[config.mk]
export PLATFORM = sky130hd
export DESIGN_NAME = timer_event_queue_core
export DESIGN_NICKNAME = d
export VERILOG_FILES = /design/src/sv/teq_pkg.sv /design/src/sv/timer_event_queue_core.sv /design/src/sv/teq_ctrl.sv /design/src/sv/teq_dpath.sv
export SDC_FILE = /design/constraint.sdc
export NUM_CORES = 2
export LEC_CHECK = 0
export ABC_AREA = 1
export BUFFER_PORTS_ARGS = -buffer_cell sky130_fd_sc_hd__buf_2
export CAP_MARGIN = 20
export CORE_MARGIN = 2
export CORE_UTILIZATION = 30
export CTS_CLUSTER_SIZE = 28
export DETAILED_ROUTE_END_ITERATION = 8
export PLACE_DENSITY = 0.5
export SLEW_MARGIN = 20
export SYNTH_ARGS = -nofsm -noshare
export SYNTH_HDL_FRONTEND = slang
export SYNTH_SLANG_ARGS = --single-unit
[constraint.sdc]
create_clock -name clock -period 7.3 [get_ports clock]
set_input_delay 1.095 -clock clock [delete_from_list [all_inputs] [get_ports clock]]
set_output_delay 1.095 -clock clock [all_outputs]
set_load 0.03 [all_outputs]
[src/sv/teq_pkg.sv]
`default_nettype none
package teq_pkg;

   localparam int QUEUE_DEPTH = 64;
   localparam int SLOT_COUNT  = 64;
   localparam int ADDR_W      = $clog2(SLOT_COUNT);
   localparam int CNT_W       = $clog2(SLOT_COUNT + 1);

   localparam logic OP_ADD  = 1'b0;
   localparam logic OP_TICK = 1'b1;

   localparam logic ST_RELEASED = 1'b0;
   localparam logic ST_REJECTED = 1'b1;

   typedef struct packed {
      logic        op;
      logic [15:0] event_id;
      logic [1:0]  event_kind;
      logic [31:0] time_value;
   } req_type;

   typedef struct packed {
      logic        status;
      logic [15:0] out_id;
      logic [1:0]  out_kind;
      logic [31:0] out_time;
      logic        last;
   } rsp_type;

   typedef struct packed {
      logic [31:0] due;
      logic [15:0] id;
      logic [1:0]  kind;
   } entry_type;

   typedef struct packed {
      logic latch;
      logic reject;
      logic add_rd;
      logic add_shift;
      logic add_put;
      logic tick_rd;
      logic tick_take;
      logic tick_fin;
   } cmd_type;

   typedef struct packed {
      logic full;
      logic empty;
      logic pos_zero;
      logic due_le;
   } stat_type;

endpackage
`default_nettype wire

[src/sv/timer_event_queue_core.sv]
`default_nettype none
// Timer event queue: events kept sorted by due time, earliest first, ties in
// arrival order, in a ring memory of QUEUE_DEPTH entries.
// Input: a beat on req_beat is taken at a rising edge with start high and busy
// low. op add stores an event; op tick releases every event due at or before
// the carried time.
// Output: each result is on rsp_beat for exactly one cycle with rsp_valid high;
// the receiver cannot stall, so results are never held back.
// Timing: an add to a full queue answers the cycle after acceptance and keeps
// busy low. An add that inserts behind later entries keeps busy high while it
// moves each of them up one slot; each shifted entry costs one memory read and
// one memory write, done in separate states.
// A tick keeps busy high while it releases due events one at a time; the last
// one is marked last and shown in the cycle in which busy falls. A tick with
// nothing due gives no result.
// Reset (synchronous, active high) empties the queue at once; no clearing
// pass is needed because only slots below the entry count are ever read.
module timer_event_queue_core
   import teq_pkg::*;
(
   input  wire logic    clock,
   input  wire logic    reset,
   input  wire logic    start,
   output logic         busy,
   input  wire req_type req_beat,
   output logic         rsp_valid,
   output rsp_type      rsp_beat
);

   cmd_type  cmd;
   stat_type stat;

   teq_ctrl u_ctrl (
      .clock  (clock),
      .reset  (reset),
      .start  (start),
      .req_op (req_beat.op),
      .stat   (stat),
      .cmd    (cmd),
      .busy   (busy)
   );

   teq_dpath u_dpath (
      .clock     (clock),
      .reset     (reset),
      .req_beat  (req_beat),
      .cmd       (cmd),
      .stat      (stat),
      .rsp_valid (rsp_valid),
      .rsp_beat  (rsp_beat)
   );

endmodule
`default_nettype wire

[src/sv/teq_ctrl.sv]
`default_nettype none
module teq_ctrl
   import teq_pkg::*;
(
   input  wire logic     clock,
   input  wire logic     reset,
   input  wire logic     start,
   input  wire logic     req_op,
   input  wire stat_type stat,
   output cmd_type       cmd,
   output logic          busy
);

   localparam logic [2:0] S_IDLE  = 3'd0;
   localparam logic [2:0] S_A_CHK = 3'd1;
   localparam logic [2:0] S_A_CMP = 3'd2;
   localparam logic [2:0] S_T_RD  = 3'd3;
   localparam logic [2:0] S_T_CMP = 3'd4;
   localparam logic [2:0] S_T_FIN = 3'd5;

   logic [2:0] state_ff, state_in;

   always_ff @(posedge clock) begin
      if (reset) begin
         state_ff <= S_IDLE;
      end else begin
         state_ff <= state_in;
      end
   end

   assign busy = (state_ff != S_IDLE);

   always_comb begin
      cmd      = '0;
      state_in = state_ff;
      case (state_ff)
         S_IDLE: begin
            if (start) begin
               cmd.latch = 1'b1;
               if (req_op == OP_ADD) begin
                  if (stat.full) begin
                     cmd.reject = 1'b1;
                  end else begin
                     state_in = S_A_CHK;
                  end
               end else begin
                  state_in = S_T_RD;
               end
            end
         end
         S_A_CHK: begin
            if (stat.pos_zero) begin
               cmd.add_put = 1'b1;
               state_in    = S_IDLE;
            end else begin
               cmd.add_rd = 1'b1;
               state_in   = S_A_CMP;
            end
         end
         S_A_CMP: begin
            // A later due time moves up one slot; otherwise the new event goes here.
            if (!stat.due_le) begin
               cmd.add_shift = 1'b1;
               state_in      = S_A_CHK;
            end else begin
               cmd.add_put = 1'b1;
               state_in    = S_IDLE;
            end
         end
         S_T_RD: begin
            if (stat.empty) begin
               state_in = S_T_FIN;
            end else begin
               cmd.tick_rd = 1'b1;
               state_in    = S_T_CMP;
            end
         end
         S_T_CMP: begin
            if (stat.due_le) begin
               cmd.tick_take = 1'b1;
               state_in      = S_T_RD;
            end else begin
               state_in = S_T_FIN;
            end
         end
         S_T_FIN: begin
            cmd.tick_fin = 1'b1;
            state_in     = S_IDLE;
         end
         default: begin
            state_in = S_IDLE;
         end
      endcase
   end

endmodule
`default_nettype wire

[src/sv/teq_dpath.sv]
`default_nettype none
module teq_dpath
   import teq_pkg::*;
(
   input  wire logic    clock,
   input  wire logic    reset,
   input  wire req_type req_beat,
   input  wire cmd_type cmd,
   output stat_type     stat,
   output logic         rsp_valid,
   output rsp_type      rsp_beat
);

   entry_type mem [SLOT_COUNT];

   req_type          req_ff;
   entry_type        rd_ff;
   entry_type        pend_ff, pend_in;
   logic             pend_valid_ff, pend_valid_in;
   logic [ADDR_W-1:0] head_ff, head_in;
   logic [CNT_W-1:0]  count_ff, count_in;
   logic [CNT_W-1:0]  pos_ff, pos_in;
   rsp_type          rsp_ff, rsp_in;
   logic             rsp_valid_ff, rsp_valid_in;

   logic [ADDR_W-1:0] pos_addr;
   logic [ADDR_W-1:0] prev_addr;
   logic              wr_en;
   entry_type         wr_data;
   logic              rd_en;
   logic [ADDR_W-1:0] rd_addr;
   entry_type         new_entry;

   assign pos_addr  = head_ff + pos_ff[ADDR_W-1:0];
   assign prev_addr = pos_addr - ADDR_W'(1);

   assign new_entry = '{due: req_ff.time_value, id: req_ff.event_id, kind: req_ff.event_kind};

   assign stat.full     = (count_ff == CNT_W'(QUEUE_DEPTH));
   assign stat.empty    = (count_ff == '0);
   assign stat.pos_zero = (pos_ff == '0);
   assign stat.due_le   = (rd_ff.due <= req_ff.time_value);

   assign wr_en   = cmd.add_shift | cmd.add_put;
   assign wr_data = cmd.add_shift ? rd_ff : new_entry;
   assign rd_en   = cmd.add_rd | cmd.tick_rd;
   assign rd_addr = cmd.add_rd ? prev_addr : head_ff;

   always_ff @(posedge clock) begin
      if (wr_en) begin
         mem[pos_addr] <= wr_data;
      end
      if (rd_en) begin
         rd_ff <= mem[rd_addr];
      end
      if (cmd.latch) begin
         req_ff <= req_beat;
      end
      pend_ff <= pend_in;
      rsp_ff  <= rsp_in;
      pos_ff  <= pos_in;
   end

   always_ff @(posedge clock) begin
      if (reset) begin
         head_ff       <= '0;
         count_ff      <= '0;
         pend_valid_ff <= 1'b0;
         rsp_valid_ff  <= 1'b0;
      end else begin
         head_ff       <= head_in;
         count_ff      <= count_in;
         pend_valid_ff <= pend_valid_in;
         rsp_valid_ff  <= rsp_valid_in;
      end
   end

   always_comb begin
      head_in       = head_ff;
      count_in      = count_ff;
      pos_in        = pos_ff;
      pend_in       = pend_ff;
      pend_valid_in = pend_valid_ff;
      rsp_in        = rsp_ff;
      rsp_valid_in  = 1'b0;

      if (cmd.latch) begin
         pos_in = count_ff;
      end
      if (cmd.reject) begin
         rsp_valid_in    = 1'b1;
         rsp_in.status   = ST_REJECTED;
         rsp_in.out_id   = req_beat.event_id;
         rsp_in.out_kind = req_beat.event_kind;
         rsp_in.out_time = req_beat.time_value;
         rsp_in.last     = 1'b1;
      end
      if (cmd.add_shift) begin
         pos_in = pos_ff - CNT_W'(1);
      end
      if (cmd.add_put) begin
         count_in = count_ff + CNT_W'(1);
      end
      // A released event is held in pend_ff until the next take or the finish, so that the final one can carry last.
      if (cmd.tick_take) begin
         head_in       = head_ff + ADDR_W'(1);
         count_in      = count_ff - CNT_W'(1);
         pend_in       = rd_ff;
         pend_valid_in = 1'b1;
      end
      if ((cmd.tick_take || cmd.tick_fin) && pend_valid_ff) begin
         rsp_valid_in    = 1'b1;
         rsp_in.status   = ST_RELEASED;
         rsp_in.out_id   = pend_ff.id;
         rsp_in.out_kind = pend_ff.kind;
         rsp_in.out_time = pend_ff.due;
         rsp_in.last     = cmd.tick_fin;
      end
      if (cmd.tick_fin) begin
         pend_valid_in = 1'b0;
      end
   end

   assign rsp_valid = rsp_valid_ff;
   assign rsp_beat  = rsp_ff;

endmodule
`default_nettype wire
==> impl_results.md <==
* Slew at the pin closest to its max-slew limit at 1287 ps
* Hold slack at 333.9 ps
* Placed instance area at 157,400 µm²
* Area of the mapped netlist at 148,100 µm²
* Cell total after placement at 20,260
* Slowest stage delay, CP at 730 ps
* Number of setup violations in the final report at 0
* Status: finished, final reports clean
* Synthesized net count at 14,190
* Routability-driven placement congestion ratio at 0.8121
* Proportion of register bits with asynchronous set or reset after synthesis at 0%
* Slowest library cell on the worst path: sky130_fd_sc_hd__nor3_1
* Count of flip-flops with a built-in enable after synthesis at 3,408
* Average cell area after synthesis at 10.51 µm²
* Count of clock tree sinks at 3,427
* Synth Instances at 14,090
* CP Data Arrival Time at 5830 ps
* Minimum setup slack after placement at 1660 ps
* Vertical die dimension at 706.7 µm
* Slack of the critical path at 2062 ps
* Net Switching at 16.76 mW
* HPWL after detailed placement at 262,100 µm
* Syn-to-layout area delta at 14.22%
* Number of I/O pins at 108
* Min Tclk post-route at 5238 ps
* Number of DRC violations after detailed-routing iteration 0 at 11,990
* Aggregate routed wire length at 505,800 µm
* Top cells by instance count after synthesis: sky130_fd_sc_hd__nand2_1 (3,933), sky130_fd_sc_hd__edfxtp_1 (3,408), sky130_fd_sc_hd__nand3_1 (2,919)
* Fin crit share at 71.75%
* Type of the setup path with the least slack: register to register
* Proportion of synthesized chip area in sequential cells at 69.34%
* Global-route usage over all layers at 19.63%
* Upper clock frequency limit at 0.1909 GHz
* Leakage component of the power at 68.69 nW
* Horizontal extent of the die at 706.7 µm
* Pre-Repair DR Iteration Count at 6
* Maximum buffer depth of the clock tree at 4
* Top cells by area in the synthesized netlist: sky130_fd_sc_hd__edfxtp_1 (69%), sky130_fd_sc_hd__nand2_1 (10%), sky130_fd_sc_hd__nand3_1 (9.9%), sky130_fd_sc_hd__inv_1 (6.9%), sky130_fd_sc_hd__buf_2 (1.9%)
* Count of cell types in the netlist at 35
* Clk_lat worst skew at 960 ps
* Crit path cell chain: inv_1 > ha_1 > nand2_1 > nor2_1 > and2_1 > nand2_1 > nor3_1 > nand2_1 > nand2_1 > nand2_1 > inv_1 > nand2_2 > inv_6 > buf_4 > nand2_1 > o21ai_4 > buf_4
* Final cell area excluding filler cells at 169,200 µm²
* Fin util at 34.35%
* Setup TNS at 0 ps
* Floorplan die area at 499,400 µm²
* Slew Limit Fails at 0
* Max-slew headroom at the worst pin at 14.21%
* Number of nets with antenna violations after routing at 0
* Count of maximum capacitance violations at 0
* Post-CTS Setup Repair Bufs at 0
* Post-route non-filler standard cell count at 20,950
* Power density over the cells at 313.3 nW/µm²
* RSZ-0062 raised after global routing: false
* Clock tree from TritonCTS: yes
* Vias after detailed routing at 101,000
* Synth Register Bits at 3,427
* Placeable core area at 492,600 µm²
* Largest net degree at the start of global routing at 170
* Number of buffers created by CTS at 376
* Fraction of power consumed by sequential logic at 43.8%
* CTS Hold Buffers Added at 0
* Area share of the largest cell type after synthesis at 69.08%
* Worst setup skew after layout at 69.26 ps
* Net Sw Frac at 31.62%
* Tightest Hold Check Type: primary input to register
* Cell with the most instances after synthesis: sky130_fd_sc_hd__nand2_1
* Prevailing post-synth register cell: sky130_fd_sc_hd__edfxtp_1
* YS warnings at 0
* Starting utilization of the core area at 30.07%
* Wire length of the first global-routing pass at 711,600 µm
* Largest vdd supply drop at 0.2247 mV
* Required @ worst endpoint at 7890 ps
* Combinational share of power at 21.3%
* Count of final hold-check violations at 0
* Overflow left after global routing at 0
* H-tree levels at 5
* Clock transition at path regs at 60 ps
* Routed wire per std cell at 24.14 µm
* Cell row count at 258
* Number of nets in the final layout at 14,240
* Internal cell power at 36.25 mW
* Cell type with the largest total area after synthesis: sky130_fd_sc_hd__edfxtp_1
* Buffer type at the clock tree root: sky130_fd_sc_hd__clkbuf_16
* Number of global-route vias before repair at 92,380
* Remaining DRCs at 0
* IO Port Bufs at 107
* Startpoint kind of the worst setup timing path: register
* Portion of total power attributed to the clock network at 34.9%
* Initial antenna violation count at 24
* Detailed-route vias per instance at 4.818
* Category of the worst setup path capture point: register
* Total power consumption of the routed design at 53.02 mW
* Number of cells upsized or downsized after cts at 0
* Critical path's most frequent cell: sky130_fd_sc_hd__nand2_1
* Proportion of layout cells with a drive suffix above 1 at 7.284%
* Maximum net fanout on the critical path at 64
## sequential cells by signal, summed over array words and instances, names as in the netlist
signal / count
u_dpath.mem: 3200
u_dpath.rsp_beat: 52
u_dpath.new_entry: 50
u_dpath.pend_ff: 50
u_dpath.rd_ff: 50
u_dpath.count_ff: 7
u_dpath.pos_ff: 7
u_dpath.head_ff: 6
u_ctrl.state_ff: 3
u_dpath.pend_valid_ff: 1
u_dpath.rsp_valid: 1
## worst max-delay path, delay by kind of cell (launching register included)
kind                       cells  cell delay [ps]
buffers and inverters          5             1980
AOI/OAI and AO/OA              1              120
adders and majority gates      1              320
and+or+nand+nor               10             1930
DFF                            1              320
## worst paths after layout
kind	startpoint	endpoint	cells past startpoint	slack, ps
max reg2reg	u_dpath.new_entry[49]$_DFFE_PP_	u_dpath.mem[28][35]$_DFFE_PP_	17	2060
min reg2reg	u_dpath.rsp_beat[51]$_SDFFE_PN0P_	u_dpath.rsp_beat[51]$_SDFFE_PN0P_	2	450
min	req_beat[43]	u_dpath.new_entry[11]$_DFFE_PP_	1	330
max	u_dpath.new_entry[49]$_DFFE_PP_	u_dpath.mem[28][35]$_DFFE_PP_	17	2060
## logic make-up after synthesis
group	Yosys count	synth area share, %
AND/OR/NAND/NOR	6973	20.17
XOR/XNOR	18	0.1115
flip-flops	3427	69.34
AO/OA/AOI/OAI	160	0.6470
buffers and inverters	3466	9.317
adder cells (fa/ha/maj)	48	0.4155
## per-layer routing
metal | wire, µm | GRT usage (%)
met4 | 17690 | 6.266
met2 | 231500 | 31.47
met5 | 27 | 0
met3 | 36520 | 2.744
met1 | 220000 | 27.45
## placed cells by master (no fill, tap or decap), types with 33 or more instances in the layout
cell / netlist / routed
sky130_fd_sc_hd__buf_4: 23 / 222
sky130_fd_sc_hd__clkinv_1: 3 / 84
sky130_fd_sc_hd__buf_12: 0 / 71
sky130_fd_sc_hd__nor2_1: 98 / 33
sky130_fd_sc_hd__nand2_1: 3933 / 3913
sky130_fd_sc_hd__clkbuf_1: 143 / 83
sky130_fd_sc_hd__a21oi_1: 37 / 37
sky130_fd_sc_hd__buf_2: 558 / 107
sky130_fd_sc_hd__nor2_4: 0 / 65
sky130_fd_sc_hd__clkbuf_16: 0 / 380
sky130_fd_sc_hd__inv_1: 2730 / 2728
sky130_fd_sc_hd__ha_1: 46 / 46
sky130_fd_sc_hd__o21ai_4: 0 / 39
sky130_fd_sc_hd__nand3_1: 2919 / 2918
sky130_fd_sc_hd__clkinv_2: 0 / 71
sky130_fd_sc_hd__edfxtp_1: 3408 / 3408
sky130_fd_sc_hd__o211ai_1: 50 / 50
## area by class of cell
class                           count  area [µm²]
Tap cell                         6500        8133
Clock buffer                      465        9848
Timing Repair Buffer              402        3662
Fill cell                       48910      323400
Multi-Input combinational cell   7199       32680
Antenna cell                       11       27.53
Sequential cell                  3427      102700
Inverter                         2736       10290
Clock inverter                    213        1844
## power groups by stage
stage | Combinational (mW) | Clock, mW | Sequential [mW]
2_1_floorplan | 6.87 | 0 | 23.7
3_3_place_gp | 11.2 | 0 | 23.6
4_1_cts | 11.2 | 18.8 | 23.2
5_1_grt | 12.2 | 19.5 | 23.2
6_report | 11.3 | 18.5 | 23.2
3_5_place_dp | 11.2 | 0 | 23.6
No activity file was read; power rests on OpenSTA's default activity.
